## src/rmsim_pkg.sv

```systemverilog
// Shared types and constants of the three-phase RMS and imbalance meter.
package rmsim_pkg;

  localparam int unsigned SampleW = 12;
  localparam int unsigned GainW   = 16;
  localparam int unsigned RmsW    = 16;
  localparam int unsigned ImbW    = 15;
  localparam int unsigned TempAccW = 18;
  localparam int unsigned SqSumW  = 31;
  localparam int unsigned NumLanes = 6;

  localparam logic [1:0] CfgOffset = 2'd0;
  localparam logic [1:0] CfgCurGain = 2'd1;
  localparam logic [1:0] CfgVoltGain = 2'd2;

  localparam logic [SampleW-1:0] OffsetReset = 12'd2048;
  localparam logic [GainW-1:0]   GainReset   = 16'd4096;

  typedef struct packed {
    logic acc;
    logic start;
  } lane_ctrl_t;

endpackage

```

## src/rmsim_isqrt.sv

```systemverilog
// Root search for the lanes: largest r with N*r*r <= value, one root bit per cycle.
module rmsim_isqrt #(
  parameter int unsigned W = 39,
  parameter int unsigned R = 16,
  parameter int unsigned N = 64
) (
  input  logic         clk_i,
  input  logic         rst_ni,
  input  logic         start_i,
  input  logic [W-1:0] value_i,
  output logic [R-1:0] root_o,
  output logic         done_o
);
  localparam int unsigned CW   = $clog2(R + 1);
  localparam int unsigned SqW  = 2 * R;
  localparam int unsigned PW   = SqW + $clog2(N + 1);
  localparam int unsigned CmpW = (PW > W) ? PW : W;

  logic [W-1:0]    val_q;
  logic [R-1:0]    root_q, bit_q, cand;
  logic [SqW-1:0]  cand_sq;
  logic [CmpW-1:0] scaled;
  logic [CW-1:0]   cnt_q;
  logic            run_q, done_q, fits;

  // floor(sqrt(value / N)) without a divide: keep a bit if N*cand^2 still fits
  always_comb begin
    cand    = root_q | bit_q;
    cand_sq = SqW'(cand) * SqW'(cand);
    scaled  = CmpW'(cand_sq) * CmpW'(N);
    fits    = scaled <= CmpW'(val_q);
  end

  always_ff @(posedge clk_i) begin
    if (start_i) begin
      val_q  <= value_i;
      root_q <= '0;
      bit_q  <= {1'b1, {(R-1){1'b0}}};
    end else if (run_q) begin
      if (fits) root_q <= cand;
      bit_q <= bit_q >> 1;
    end
  end

  always_ff @(posedge clk_i or negedge rst_ni) begin
    if (!rst_ni) begin
      cnt_q  <= '0;
      run_q  <= 1'b0;
      done_q <= 1'b0;
    end else begin
      done_q <= 1'b0;
      if (start_i) begin
        cnt_q <= CW'(R);
        run_q <= 1'b1;
      end else if (run_q) begin
        cnt_q <= cnt_q - 1'b1;
        if (cnt_q == CW'(1)) begin
          run_q  <= 1'b0;
          done_q <= 1'b1;
        end
      end
    end
  end

  assign root_o = root_q;
  assign done_o = done_q;
endmodule

```

## src/rmsim_lane.sv

```systemverilog
// One AC channel: sum of squares, mean, square root and gain scaling.
module rmsim_lane #(
  parameter int unsigned N  = 64
) (
  input  logic                        clk_i,
  input  logic                        rst_ni,
  input  rmsim_pkg::lane_ctrl_t       ctrl_i,
  input  logic [rmsim_pkg::SampleW-1:0] sample_i,
  input  logic [rmsim_pkg::SampleW-1:0] offset_i,
  input  logic [rmsim_pkg::GainW-1:0]   gain_i,
  output logic [rmsim_pkg::RmsW-1:0]    rms_o,
  output logic                        done_o
);
  import rmsim_pkg::*;

  localparam int unsigned ValW  = SqSumW + 8;
  localparam int unsigned ProdW = RmsW + GainW;

  logic signed [SampleW:0] diff;
  logic [SampleW:0]        mag_w;
  logic [2*SampleW-1:0]    sq;
  logic [SqSumW-1:0]       acc_q;
  logic                    sq_done;
  logic [RmsW-1:0]         root;
  logic [ProdW-1:0]        prod_q;
  logic                    done_q;

  always_comb begin
    diff  = $signed({1'b0, sample_i}) - $signed({1'b0, offset_i});
    mag_w = diff[SampleW] ? 13'(-diff) : 13'(diff);
    sq    = mag_w[SampleW-1:0] * mag_w[SampleW-1:0];
  end

  always_ff @(posedge clk_i or negedge rst_ni) begin
    if (!rst_ni) begin
      acc_q <= '0;
    end else if (ctrl_i.start) begin
      acc_q <= '0;
    end else if (ctrl_i.acc) begin
      acc_q <= acc_q + SqSumW'(sq);
    end
  end

  // Q4 rms = floor(sqrt(sum * 256 / N))
  rmsim_isqrt #(.W(ValW), .R(RmsW), .N(N)) u_sqrt (
    .clk_i, .rst_ni,
    .start_i(ctrl_i.start),
    .value_i({acc_q, 8'h00}),
    .root_o (root),
    .done_o (sq_done)
  );

  always_ff @(posedge clk_i) begin
    if (sq_done) begin
      prod_q <= ProdW'(root) * ProdW'(gain_i);
    end
  end

  always_ff @(posedge clk_i or negedge rst_ni) begin
    if (!rst_ni) begin
      done_q <= 1'b0;
    end else begin
      done_q <= sq_done;
    end
  end

  assign rms_o  = prod_q[ProdW-1:GainW];
  assign done_o = done_q;
endmodule

```

## config.mk

```make
export PLATFORM = sky130hd
export DESIGN_NAME = rmsim_lane
export DESIGN_NICKNAME = d
export VERILOG_FILES = /design/src/rmsim_pkg.sv /design/src/rmsim_isqrt.sv /design/src/rmsim_lane.sv
export SDC_FILE = /design/constraint.sdc
export NUM_CORES = 2
export LEC_CHECK = 0
export ABC_AREA = 1
export BUFFER_PORTS_ARGS = -buffer_cell sky130_fd_sc_hd__clkbuf_2
export CORE_ASPECT_RATIO = 0.9
export CORE_MARGIN = 1
export CORE_UTILIZATION = 30
export DETAILED_ROUTE_END_ITERATION = 12
export GPL_ROUTABILITY_DRIVEN = 1
export PLACE_DENSITY = 0.52
export SLEW_MARGIN = 20
export SYNTH_ARGS = -nofsm -noshare
export SYNTH_HDL_FRONTEND = slang
export SYNTH_HIERARCHICAL = 1
export SYNTH_SLANG_ARGS = --single-unit
```

## constraint.sdc

```tcl
create_clock -name clk_i -period 6.4 [get_ports clk_i]
set_input_delay 0.32 -clock clk_i [delete_from_list [all_inputs] [get_ports clk_i]]
set_output_delay 0.32 -clock clk_i [all_outputs]
set_load 0.02 [all_outputs]
```

==> metrics <==
largest family of logic cells by synthesized area=adder cells; initial antenna violation count=0; nets@finish=4671; routability cong.=0.852; clock-pin slew on the worst setup and hold paths=0.07 ns; Final Skew=0.0178 ns; gr usage total=15.9%; DR iter-0 viols=1053; Slowest cell on crit path=fa_1; placed insts=4950; crit-path max FO=8; Yosys reg bits=126; Placement Setup Slack=-0.633 ns; GR peak layer=met2; critical path's most frequent cell=fa_1; largest net degree at the start of global routing=41; Detail Placement HPWL=60100 um; worst hold path type=in -> reg; Synth Area in XOR/XNOR=2.57%; post-synthesis mux area share=0%; PortBufs=60; mean number of vias per cell=4.38; Root Buffer=clkbuf_16; Yosys Warn Count=6; CTS tree=done; WHS Path Cells=5; met1 Track Usage GR=24.0%; crit-path max cell delay=0.55 ns; mean area per synthesized cell=7.94 um2; Cell Rows=104; R2R depth=33; EDFF count, synth=55; Worst-Margin Slew=1.02 ns; Num CTS Buffers=17; ant diodes=0; Core ar.=89400 um2; H-Tree Depth=4; WL/cell=14.1 um; Slew Viols, Final=0; M3 GR Usage=1.16%; dominant synthesized flop cell=edfxtp_1; Final Critical Period=6.73 ns; Max transition margin=31.6%; first-pass GRT wire length=118000 um; Post-Synth Simple-Gate Area=16.6%; sequential area share after synthesis=12.1%; RSZ-0062 raised after global routing=yes; highest achievable clock rate=149 MHz; most common cell in the synthesized netlist=inv_1; Mapped Cells=3407; die width=319 um; Final Hold Viols=0; chip height=287 um; CP arrival=7.02 ns; via count=22091; share of the synthesized area in the top cell type=33.5%; GR Util met2=25.5%; Mapped Area=27100 um2; CP required=6.68 ns; CP endpoint kind=register; async set-or-reset flop fraction in the synthesized netlist=31.0%; die area=91400 um2; Hold WS=0.441 ns; Distinct cells, synth=54; synth cell count leaders=932 x inv_1, 679 x nand2_1, 453 x fa_1; Final Setup Violations=16; startpoint types=register; Post-Synth Adder-Cell Area=47.9%; Setup CP Type=reg -> reg; vias in the first global route=22759; GR Overflow Total=0; share of layout cells above drive strength 1=24.1%; CTS Sinks=126; Final Instance Count excl. Fillers=5042; synth top area cells=fa_1 34%, ha_1 14%, inv_1 13%; Area growth syn-to-layout=26.9%; final period utilization=105%; largest area contributor in the netlist=fa_1; final WL=71100 um; failing checks=negative setup slack; setup ws final=-0.333 ns; # IOs=61; Synth Area in Compound Gates=6.45%; Max-Cap Viols=0; Clock Path Buffers=2; Final ANT Viol Nets=0; Initial Utilization=30.3%; worst skew pair latency=0.42 ns; # DRC=0; status=finished with violations; first drt pass iteration count=7
[cell type report]
class	instances	area, um2
Fill cell	9109	55100
Multi-Input combinational cell	2258	21400
Timing Repair Buffer	514	3960
Inverter	945	3610
Sequential cell	126	3300
Tap cell	1166	1460
Clock buffer	18	450
Clock inverter	14	136
Timing Repair inverter	1	7.51
[per-stage QoR]
stage	util (%)	cell area, um2	setup TNS, ns
global route	38.4	34300	-12.18
global placement	35.4	31600	-18.30
CTS	37.2	33200	-4.85
finish	38.4	34300	-5.02
floorplan	-	27300	0
detailed placement	35.4	31600	-18.67
[path summary, 6_finish.rpt]
path / start / to / slack, ns
worst max-delay path: u_sqrt/bit_q[11] / u_sqrt/root_o[0] / -0.33
worst min-delay path: ctrl_i[1] / acc_q[24] / 0.44
worst max register to register: u_sqrt/bit_q[11] / u_sqrt/root_o[0] / -0.33
worst min register to register: acc_q[21] / u_sqrt/val_q[29] / 0.46
max in group asynchronous: rst_ni / u_sqrt/run_q / 5.47
min in group asynchronous: rst_ni / acc_q[2] / 0.52
[layer usage]
metal	vias up	routed length, um
met5	-	0
met4	0	614
met3	42	1970
met2	295	32000
met1	10691	36500
li1	11063	-
[worst max-delay path, delay by kind of cell, from the launching register on]
family                   cells  cell delay, ns
adder cells (fa/ha/maj)      8            3.60
AND/OR/NAND/NOR             15            1.66
buffers and inverters        8            0.76
flip-flops                   1            0.34
XOR/XNOR                     1            0.16
AO/OA/AOI/OAI                1            0.05
[repair_timing]
| action | CTS | global route |
|---|---|---|
| gates resized for setup | 197 | 250 |
| setup endpoints to repair | 28 | 38 |
| buffers inserted | 30 | 29 |
| hold buffers | 1 | 0 |
| pin swaps | 70 | 137 |
| endpoints found under the hold margin | 5 | 0 |
| cloned | 2 | 0 |
[state kept, by name, indices dropped and copies added, names as in the netlist]
signal,flops
acc_q,31
u_sqrt/bit_q,16
u_sqrt/cnt_q,5
u_sqrt/root_o,16
u_sqrt/run_q,1
u_sqrt/done_o,1
done_o,1
prod_q,16
u_sqrt/val_q,39
[placed cells by master (no fill, tap or decap), drive strengths merged, types with 10 or more instances in the layout]
| cell | n |
|---|---|
| nor2 | 268 |
| ha | 311 |
| nand3 | 94 |
| o21ai | 94 |
| nor3 | 26 |
| xnor2 | 32 |
| o22ai | 18 |
| inv | 948 |
| edfxtp | 55 |
| nand2 | 693 |
| clkbuf | 76 |
| a21oi | 134 |
| dfrtp | 39 |
| xor2 | 41 |
| buf | 455 |
| clkinv | 10 |
| nand4 | 19 |
| fa | 453 |
| dfxtp | 32 |
| o21bai | 11 |
[cells by family (layout without fill, tap and decap cells)]
group,Yosys count,count (layout)
compound gates,303,303
buf+inv,1030,1492
other cells,1,8
xor+xnor,73,73
flops,126,126
simple gates,1109,1109
fa+ha+maj,765,765
Power is not shown: default switching activity piles up to over one toggle a cycle in this logic, so the estimate is an artifact.
