**src/rmsim_pkg.sv**
```systemverilog
// Shared types and constants of the three-phase RMS and imbalance meter.
package rmsim_pkg;

  localparam int unsigned SampleW = 12;
  localparam int unsigned GainW   = 16;
  localparam int unsigned RmsW    = 16;
  localparam int unsigned ImbW    = 15;
  localparam int unsigned TempAccW = 18;
  localparam int unsigned SqSumW  = 31;
  localparam int unsigned NumLanes = 6;

  localparam logic [1:0] CfgOffset = 2'd0;
  localparam logic [1:0] CfgCurGain = 2'd1;
  localparam logic [1:0] CfgVoltGain = 2'd2;

  localparam logic [SampleW-1:0] OffsetReset = 12'd2048;
  localparam logic [GainW-1:0]   GainReset   = 16'd4096;

  typedef struct packed {
    logic acc;
    logic start;
  } lane_ctrl_t;

endpackage

```
**src/rmsim_div.sv**
```systemverilog
// Restoring divider, one quotient bit per cycle.
module rmsim_div #(
  parameter int unsigned W = 32,
  parameter int unsigned D = 18
) (
  input  logic         clk_i,
  input  logic         rst_ni,
  input  logic         start_i,
  input  logic [W-1:0] dividend_i,
  input  logic [D-1:0] divisor_i,
  output logic [W-1:0] quotient_o,
  output logic         done_o
);
  localparam int unsigned CW = $clog2(W + 1);

  logic [D-1:0]  rem_q, den_q, rem_d;
  logic [W-1:0]  quo_q;
  logic [CW-1:0] cnt_q;
  logic          run_q, done_q;
  logic [D:0]    trial, diff;
  logic          ge;

  always_comb begin
    trial = {rem_q, quo_q[W-1]};
    diff  = trial - {1'b0, den_q};
    ge    = trial >= {1'b0, den_q};
    rem_d = ge ? diff[D-1:0] : trial[D-1:0];
  end

  always_ff @(posedge clk_i) begin
    if (start_i) begin
      rem_q <= '0;
      quo_q <= dividend_i;
      den_q <= divisor_i;
    end else if (run_q) begin
      rem_q <= rem_d;
      quo_q <= {quo_q[W-2:0], ge};
    end
  end

  always_ff @(posedge clk_i or negedge rst_ni) begin
    if (!rst_ni) begin
      cnt_q  <= '0;
      run_q  <= 1'b0;
      done_q <= 1'b0;
    end else begin
      done_q <= 1'b0;
      if (start_i) begin
        cnt_q <= CW'(W);
        run_q <= 1'b1;
      end else if (run_q) begin
        cnt_q <= cnt_q - 1'b1;
        if (cnt_q == CW'(1)) begin
          run_q  <= 1'b0;
          done_q <= 1'b1;
        end
      end
    end
  end

  assign quotient_o = quo_q;
  assign done_o     = done_q;
endmodule

```
**src/rmsim_merge.sv**
```systemverilog
// Merge stage: temperature mean and voltage imbalance from the lane results.
module rmsim_merge #(
  parameter int unsigned N  = 64
) (
  input  logic                           clk_i,
  input  logic                           rst_ni,
  input  logic                           start_i,
  input  logic [rmsim_pkg::TempAccW-1:0] temp_acc_i,
  input  logic                           lanes_done_i,
  input  logic [rmsim_pkg::RmsW-1:0]     vr_i,
  input  logic [rmsim_pkg::RmsW-1:0]     vy_i,
  input  logic [rmsim_pkg::RmsW-1:0]     vb_i,
  output logic                           res_valid_o,
  output logic [rmsim_pkg::SampleW-1:0]  temp_avg_o,
  output logic [rmsim_pkg::ImbW-1:0]     imb_o
);
  import rmsim_pkg::*;

  // temp / N as a multiply by ceil(2^TShift / N), exact for any 18-bit sum
  localparam int unsigned TShift = TempAccW + $clog2(N);
  localparam int unsigned TProdW = TempAccW + TShift;
  localparam logic [TShift-1:0] TRecip =
    TShift'(((64'd1 << TShift) + 64'(N) - 64'd1) / 64'(N));

  typedef enum logic [2:0] {S_IDLE, S_SUM, S_DEV, S_MUL, S_WAIT} state_e;

  state_e             state_q;
  logic [TProdW-1:0]  tprod;
  logic               idone;
  logic [SampleW-1:0] temp_q;
  logic [17:0]        sum_q, t_q [3], dev [3], worst;
  logic [17:0]        worst_q;
  logic [31:0]        prod_q, iq;
  logic               dstart_q, valid_q;
  logic [ImbW-1:0]    imb_q;

  rmsim_div #(.W(32), .D(18)) u_idiv (
    .clk_i, .rst_ni,
    .start_i   (dstart_q),
    .dividend_i(prod_q),
    .divisor_i (sum_q),
    .quotient_o(iq),
    .done_o    (idone)
  );

  assign tprod = TProdW'(temp_acc_i) * TProdW'(TRecip);

  always_ff @(posedge clk_i) begin
    if (start_i) begin
      temp_q <= tprod[TShift +: SampleW];
    end
  end

  always_comb begin
    for (int i = 0; i < 3; i++) begin
      dev[i] = (t_q[i] > sum_q) ? t_q[i] - sum_q : sum_q - t_q[i];
    end
    worst = dev[0];
    if (dev[1] > worst) worst = dev[1];
    if (dev[2] > worst) worst = dev[2];
  end

  always_ff @(posedge clk_i or negedge rst_ni) begin
    if (!rst_ni) begin
      state_q  <= S_IDLE;
      dstart_q <= 1'b0;
      valid_q  <= 1'b0;
    end else begin
      dstart_q <= 1'b0;
      valid_q  <= 1'b0;
      case (state_q)
        S_IDLE: begin
          if (lanes_done_i) state_q <= S_SUM;
        end
        S_SUM: begin
          sum_q   <= 18'(vr_i) + 18'(vy_i) + 18'(vb_i);
          t_q[0]  <= 18'(vr_i) * 18'd3;
          t_q[1]  <= 18'(vy_i) * 18'd3;
          t_q[2]  <= 18'(vb_i) * 18'd3;
          state_q <= S_DEV;
        end
        S_DEV: begin
          worst_q <= worst;
          state_q <= S_MUL;
        end
        S_MUL: begin
          prod_q   <= 32'(worst_q) * 32'd10000;
          dstart_q <= 1'b1;
          state_q  <= S_WAIT;
        end
        S_WAIT: begin
          if (idone) begin
            imb_q   <= (sum_q == '0) ? '0 : iq[ImbW-1:0];
            valid_q <= 1'b1;
            state_q <= S_IDLE;
          end
        end
        default: state_q <= S_IDLE;
      endcase
    end
  end

  assign res_valid_o = valid_q;
  assign temp_avg_o  = temp_q;
  assign imb_o       = imb_q;
endmodule

```
**config.mk**
```make
export PLATFORM = sky130hd
export DESIGN_NAME = rmsim_merge
export DESIGN_NICKNAME = d
export VERILOG_FILES = /design/src/rmsim_pkg.sv /design/src/rmsim_div.sv /design/src/rmsim_merge.sv
export SDC_FILE = /design/constraint.sdc
export NUM_CORES = 1
export LEC_CHECK = 0
export BUFFER_PORTS_ARGS = -buffer_cell sky130_fd_sc_hd__buf_2
export CORE_MARGIN = 4
export CORE_UTILIZATION = 55
export CTS_CLUSTER_SIZE = 24
export DETAILED_ROUTE_END_ITERATION = 6
export HOLD_SLACK_MARGIN = 0.1
export PLACE_DENSITY_LB_ADDON = 0.05
export SLEW_MARGIN = 20
export SYNTH_ARGS = -nofsm -noshare
export SYNTH_HDL_FRONTEND = slang
export SYNTH_SLANG_ARGS = --single-unit
export TNS_END_PERCENT = 5
```
**constraint.sdc**
```tcl
create_clock -name clk_i -period 8.95 [get_ports clk_i]
set_input_delay 1.3425 -clock clk_i [delete_from_list [all_inputs] [get_ports clk_i]]
set_output_delay 1.3425 -clock clk_i [all_outputs]
set_load 0.005 [all_outputs]
```
==> impl_metrics.py, run 1 <==
metrics = {
    "clock_network": {
        "clock_tree.root_cell": "sky130_fd_sc_hd__clkbuf_16",
        "cts.reportedPaths.clkPinSlew_ps": 60,
        "numCtsBuffers": 26,
        "postCtsHoldBufs": 0,
        "htree_levels": 1,
        "cts_tree": "yes",
        "postCtsSetupBuffers": 0,
        "clk_path_buf_depth": 3,
        "cts.sinks": 226,
        "clock_network_latency_to_the_later_pin_of_the_worst_skew_pair_ps": 570,
        "cts_resized": 0,
    },
    "global_route": {
        "globalRoute.totalOverflow": 0,
        "grt_pass1_wl_mm": 80.91,
        "grt_pass1_vias": 15660,
        "gr-usage-all-layers_pct": 24.32,
        "antenna_violations_before_repair": 0,
        "largest_net_degree_at_the_start_of_global_routing": 78,
    },
    "timing": {
        "grt_setup_unrepaired": "false",
        "final.setup.tns_ps": 0,
        "max_freq_ghz": 0.1240,
        "period_share_pct": 90.08,
        "maxSlewViolCount": 0,
        "slew_headroom_pct": 37.37,
        "timing_worst_slew_pin_value_ps": 939.4,
        "hold_viol_final": 0,
        "fin_skew_ps": 19.99,
        "final_critical_period_ps": 8062,
        "setup_violations": 0,
    },
    "setup_path": {
        "critical_path_class": "reg2reg",
        "cp_data_arrival_time_ps": 8370,
        "cp_data_required_time_ps": 9260,
        "crit_path_start_kind": "flip-flop",
        "endpoint_kind": "flip-flop",
        "timing.critical_path.fanout_max": 17,
        "worst_path_largest_cell_delay_ps": 640,
        "cpMaxStageDelayCell": "sky130_fd_sc_hd__edfxtp_1",
    },
    "floorplanning": {
        "core_region_area_sq_um": 37670,
        "num_io_pins": 98,
        "initial_cell_density_of_the_core_pct": 55.66,
        "floorplan.die.width_um": 203.2,
        "placementRows": 71,
        "dieHeight_um": 203.2,
        "fp.dieArea_sq_um": 41310,
    },
    "logic_synthesis": {
        "synth_flop_cell": "sky130_fd_sc_hd__edfxtp_1",
        "post_synthesis_instance_total": 2198,
        "synth_top_area_cell": "sky130_fd_sc_hd__edfxtp_1",
        "async_reset_ff_share_pct": 5.752,
        "netlist_top_cells_area": "sky130_fd_sc_hd__edfxtp_1, sky130_fd_sc_hd__ha_1, sky130_fd_sc_hd__fa_1",
        "netlist-cell-type-count": 82,
        "yosys_register_bits": 226,
        "postSynthAreaPerCell_sq_um": 9.539,
        "netlist.area_leader.share_pct": 27.93,
        "synth.net_count": 2638,
        "synth.yosys.seq_area_share_pct": 31.20,
        "synth_edf_count": 195,
        "synth-warning-count": 0,
        "netlist_area_sq_um": 20970,
    },
    "hold_path": {
        "holdCritPathClass": "reg2reg",
    },
    "drt": {
        "drt_pass1_iterations": 5,
        "ant_nets": 0,
        "vias_per_cell": 5.645,
        "drt_iter0_markers": 810,
        "drt_wl_cell_um": 18.00,
        "route.vias.total": 15840,
        "drcViolationCount": 0,
        "route.final.wire_length_mm": 50.52,
    },
    "final_layout": {
        "drive_gt1_share_pct": 10.02,
        "synthToLayoutAreaGrowth_pct": 9.202,
        "final_net_count": 2717,
        "filler_cell_count": 3254,
        "inserted_diodes": 0,
    },
    "run": {
        "drv_cap": 0,
    },
    "outcome": {
        "status": "finished, final reports clean",
    },
    "place": {
        "gp_routability_congestion": 0.9721,
        "numPortBuffers": 91,
        "place_hpwl_mm": 41.14,
    },
}
worst paths after layout:
kind / from / end / slack, ps / cells past startpoint
worst max-delay path: sum_q[4] / worst_q[8] / 890 / 29
worst min-delay path: u_idiv.done_o / state_q[2] / 460 / 1
worst max register to register: sum_q[4] / worst_q[8] / 890 / 29
worst min register to register: u_idiv.done_o / state_q[2] / 460 / 1
max in group asynchronous: rst_ni / dstart_q / 7990 / 1
min in group asynchronous: rst_ni / u_idiv.cnt_q[2] / 680 / 1
critical path, delay by kind of cell, from the launching register on:
| family | cells | cell delay (ps) |
|---|---|---|
| and+or+nand+nor | 7 | 2040 |
| AOI/OAI and AO/OA | 11 | 1910 |
| adders and majority gates | 3 | 1080 |
| muxes | 3 | 1060 |
| buffers and inverters | 4 | 760 |
| DFF | 1 | 640 |
| xor gates and xnor gates | 1 | 290 |
kinds of logic after synthesis:
kind of cell,count (synthesis),share of synthesized area (%)
compound gates,508,15.86
xor+xnor,121,5.055
mux,92,4.613
fa+ha+maj,370,24.52
simple gates,484,11.44
flops,226,31.20
buf+inv,397,7.322
state kept, by name, summed over array words and instances (netlist names):
signal             cells
t_q                   54
u_idiv.quotient_o     32
prod_q                28
sum_q                 18
u_idiv.den_q          18
u_idiv.rem_q          18
worst_q               18
imb_o                 15
temp_avg_o            12
u_idiv.cnt_q           6
state_q                3
dstart_q               1
res_valid_o            1
u_idiv.done_o          1
u_idiv.run_q           1
final cells by class:
cell class	instances	area, sq um	share of cell area, %
clock inverter	15	219.0	0.9563
inverter	337	1265	5.525
sequential	226	6543	28.58
tap	511	639.4	2.793
timing repair buffer	111	618.1	2.700
multi-input combinational	1575	12920	56.44
clock buffer	31	689.4	3.011
per-layer routing:
metal / wire (um) / vias to the layer above / part of all wire, % / track usage, %
met2: 24840 / 362 / 49 / 43.29
met4: 2271 / 0 / 4.5 / 9.998
met1: 21350 / 7467 / 42 / 30.37
met3: 2054 / 102 / 4.1 / 2.433
met5: 0 / - / 0 / 0
li1: - / 7909 / - / -
Yosys cell counts (5+ instances only):
cell type / count
sky130_fd_sc_hd__xnor2_1: 94
sky130_fd_sc_hd__o21ai_1: 10
sky130_fd_sc_hd__o2111ai_1: 10
sky130_fd_sc_hd__o41ai_1: 7
sky130_fd_sc_hd__buf_1: 5
sky130_fd_sc_hd__a21oi_1: 141
sky130_fd_sc_hd__a21boi_0: 14
sky130_fd_sc_hd__nand3_1: 49
sky130_fd_sc_hd__o21a_1: 24
sky130_fd_sc_hd__mux2i_1: 55
sky130_fd_sc_hd__a31o_2: 5
sky130_fd_sc_hd__xor2_1: 27
sky130_fd_sc_hd__nor2_1: 129
sky130_fd_sc_hd__fa_1: 68
sky130_fd_sc_hd__a31oi_1: 20
sky130_fd_sc_hd__or2_2: 11
sky130_fd_sc_hd__ha_1: 302
sky130_fd_sc_hd__dfrtp_1: 13
sky130_fd_sc_hd__nor3_1: 45
sky130_fd_sc_hd__nand2b_1: 14
sky130_fd_sc_hd__buf_2: 21
sky130_fd_sc_hd__mux2_2: 36
sky130_fd_sc_hd__nand4_1: 27
sky130_fd_sc_hd__o21bai_1: 21
sky130_fd_sc_hd__nor2b_1: 46
sky130_fd_sc_hd__or3_1: 12
sky130_fd_sc_hd__o211ai_1: 13
sky130_fd_sc_hd__and3_1: 15
sky130_fd_sc_hd__a221oi_1: 5
sky130_fd_sc_hd__a211oi_1: 23
sky130_fd_sc_hd__inv_1: 337
sky130_fd_sc_hd__a211o_1: 7
sky130_fd_sc_hd__dfxtp_1: 18
sky130_fd_sc_hd__nor4_1: 12
sky130_fd_sc_hd__edfxtp_1: 195
sky130_fd_sc_hd__a21o_1: 62
sky130_fd_sc_hd__o21ai_0: 97
sky130_fd_sc_hd__clkbuf_1: 30
sky130_fd_sc_hd__nand2_1: 99
cells in the final DEF (no fill, tap or decap), types with 24 or more instances in the layout:
| master | count |
|---|---|
| sky130_fd_sc_hd__buf_2 | 91 |
| sky130_fd_sc_hd__mux2i_1 | 55 |
| sky130_fd_sc_hd__nand3_1 | 49 |
| sky130_fd_sc_hd__nor2_1 | 128 |
| sky130_fd_sc_hd__o21a_1 | 24 |
| sky130_fd_sc_hd__mux2_2 | 36 |
| sky130_fd_sc_hd__o21ai_0 | 97 |
| sky130_fd_sc_hd__xor2_1 | 27 |
| sky130_fd_sc_hd__edfxtp_1 | 195 |
| sky130_fd_sc_hd__a21o_1 | 62 |
| sky130_fd_sc_hd__fa_1 | 68 |
| sky130_fd_sc_hd__a21oi_1 | 140 |
| sky130_fd_sc_hd__clkbuf_16 | 26 |
| sky130_fd_sc_hd__ha_1 | 302 |
| sky130_fd_sc_hd__nor2b_1 | 46 |
| sky130_fd_sc_hd__nand4_1 | 27 |
| sky130_fd_sc_hd__nor3_1 | 44 |
| sky130_fd_sc_hd__inv_1 | 337 |
| sky130_fd_sc_hd__nand2_1 | 99 |
| sky130_fd_sc_hd__xnor2_1 | 94 |
stage by stage:
stage	area (sq um)	util [%]	hold slack, ps	cells	setup WS (ps)
4_1_cts	22900	60.79	468.3	2806	1040
3_3_place_gp	21990	58.37	434.9	2760	1094
2_1_floorplan	20970	-	420.6	2198	54.52
3_5_place_dp	21990	58.37	463.7	2760	1062
5_1_grt	22900	60.79	501.0	2806	398.9
6_report	22900	60.79	461.8	2806	887.9
Power of run 1 is not shown: default switching activity piles up to over one toggle a cycle in this logic, so the estimate is an artifact.
==> run 2, diff against run 1 <==
GPL_TIMING_DRIVEN = 0   (was not set)
==> run 2 against run 1 <==
  * Critical path depth increased by 2
  * Sequential cell count unchanged
  * Critical endpoint is now worst_q[15]
  * Clock skew decreased by 6.6 ps
  * Setup slack got worse by 450 ps
  * Via count increased by 1.9%
  * Count of clock-buffer cells in the layout decreased by 4
==> impl_metrics.py, run 2 (same netlist as run 1, synthesis figures left out) <==
metrics = {
    "timing": {
        "period_share_pct": 95.13,
        "fin_skew_ps": 13.40,
        "hold_viol_final": 0,
        "max_freq_ghz": 0.1175,
        "timing_worst_slew_pin_value_ps": 954.3,
        "slew_headroom_pct": 36.38,
        "final_critical_period_ps": 8514,
        "grt_setup_unrepaired": "false",
        "maxSlewViolCount": 0,
        "setup_violations": 0,
    },
    "final_layout": {
        "drive_gt1_share_pct": 10.65,
        "reg_with_most_ffs": "t_q",
        "layout.cells.most_common": "sky130_fd_sc_hd__inv_1",
        "final_core_util_pct": 61.24,
        "final_net_count": 2769,
        "inserted_diodes": 0,
        "synthToLayoutAreaGrowth_pct": 10.01,
        "filler_cell_count": 3260,
        "finalNonFillerCells": 2859,
        "final_cell_mix": "sky130_fd_sc_hd__inv_1, sky130_fd_sc_hd__ha_1, sky130_fd_sc_hd__edfxtp_1, sky130_fd_sc_hd__a21oi_1, sky130_fd_sc_hd__nor2_1",
        "largest_register_ffs": 54,
    },
    "floorplanning": {
        "fp.dieArea_sq_um": 41310,
        "placementRows": 71,
        "num_io_pins": 98,
        "floorplan.die.width_um": 203.2,
        "dieHeight_um": 203.2,
        "initial_cell_density_of_the_core_pct": 55.66,
        "core_region_area_sq_um": 37670,
    },
    "drt": {
        "route.final.wire_length_mm": 53.65,
        "drcViolationCount": 0,
        "ant_nets": 0,
        "drt_wl_cell_um": 18.77,
        "route.vias.total": 16140,
        "vias_per_cell": 5.646,
        "drt_pass1_iterations": 5,
        "drt_iter0_markers": 883,
    },
    "clock_network": {
        "numCtsBuffers": 26,
        "clock_network_latency_to_the_later_pin_of_the_worst_skew_pair_ps": 560,
        "cts.reportedPaths.clkPinSlew_ps": 70,
        "cts_resized": 0,
        "cts.sinks": 226,
        "clock_tree.root_cell": "sky130_fd_sc_hd__clkbuf_16",
        "cts_tree": "yes",
        "clk_path_buf_depth": 3,
        "htree_levels": 1,
    },
    "global_route": {
        "largest_net_degree_at_the_start_of_global_routing": 34,
        "grt_pass1_wl_mm": 84.86,
        "gr-usage-all-layers_pct": 25.60,
        "antenna_violations_before_repair": 0,
        "grt_pass1_vias": 15930,
        "globalRoute.totalOverflow": 0,
    },
    "place": {
        "numPlacedInstances": 2807,
        "numPortBuffers": 91,
        "gp_routability_congestion": 0.9777,
        "place_hpwl_mm": 43.89,
    },
    "run": {
        "drv_cap": 0,
    },
    "setup_path": {
        "cp_data_arrival_time_ps": 8790,
        "cp_data_required_time_ps": 9230,
        "worst_path_largest_cell_delay_ps": 620,
        "timing.critical_path.fanout_max": 10,
        "critical_path.n_buffers_inverters": 5,
        "endpoint_kind": "flip-flop",
        "cpMaxStageDelayCell": "sky130_fd_sc_hd__edfxtp_1",
        "crit_path_start_kind": "flip-flop",
        "critPathTopFamily": "compound AO/OA/AOI/OAI gates",
        "critical_path_class": "reg2reg",
    },
    "hold_path": {
        "holdCritPathClass": "reg2reg",
    },
    "outcome": {
        "status": "finished, final reports clean",
    },
}
==> run 2: cell count changes in the layout (fill, tap and decap cells not counted), sizes merged <==
| cell | previous run | this run |
|---|---|---|
| clkbuf | 31 | 57 |
| buf | 111 | 133 |
| clkinv | 6 | 12 |
| bufinv | 5 | 4 |
| clkinvlp | 2 | 3 |
| inv | 339 | 338 |
==> run 2: area by class of cell <==
| type | count | area (sq um) | share of cell area, % |
|---|---|---|---|
| clock buffer | 27 | 654.4 | 2.837 |
| multi-input combinational | 1575 | 12920 | 56.00 |
| timing repair buffer | 103 | 549.3 | 2.381 |
| inverter | 337 | 1265 | 5.484 |
| buffer | 60 | 270.3 | 1.172 |
| tap | 511 | 639.4 | 2.772 |
| sequential | 226 | 6543 | 28.36 |
| clock inverter | 20 | 227.7 | 0.9872 |
==> run 2: layer usage <==
layer  share of wire, %  track usage [%]  up-vias  wire (um)
met5                  0                0        -          0
li1                   -                -     7997          -
met3                4.2            2.385      101       2237
met1                 42            31.97     7681      22630
met4                3.8            8.721        0       2062
met2                 50            46.59      364      26720
==> run 2: what timing repair did <==
item                                    in CTS  in global routing
hold buffers                                 0                  0
endpoints found under the setup margin       0                  9
setup buffers                                0                  5
==> run 2: final timing paths <==
path | to | slack (ps) | from | cells past startpoint
setup / recovery | worst_q[15] | 440 | sum_q[3] | 31
hold / removal | state_q[2] | 460 | u_idiv.done_o | 1
setup reg to reg | worst_q[15] | 440 | sum_q[3] | 31
hold reg to reg | state_q[2] | 460 | u_idiv.done_o | 1
max in group asynchronous | dstart_q | 7990 | rst_ni | 1
min in group asynchronous | u_idiv.cnt_q[0] | 680 | rst_ni | 1
==> run 2: stage by stage <==
stage / area, sq um / hold WS (ps) / setup TNS, ps / setup slack (ps)
after global placement: 22060 / 436.1 / -268870 / -3754
after global routing: 23070 / 493.8 / 0 / 134.4
final: 23070 / 464.7 / 0 / 435.9
after CTS: 23030 / 475.5 / 0 / 338.9
after detailed placement: 22150 / 452.5 / 0 / 362.8
after floorplan: 20970 / 420.6 / 0 / 54.52
Power of run 2 is left out for the same reason.
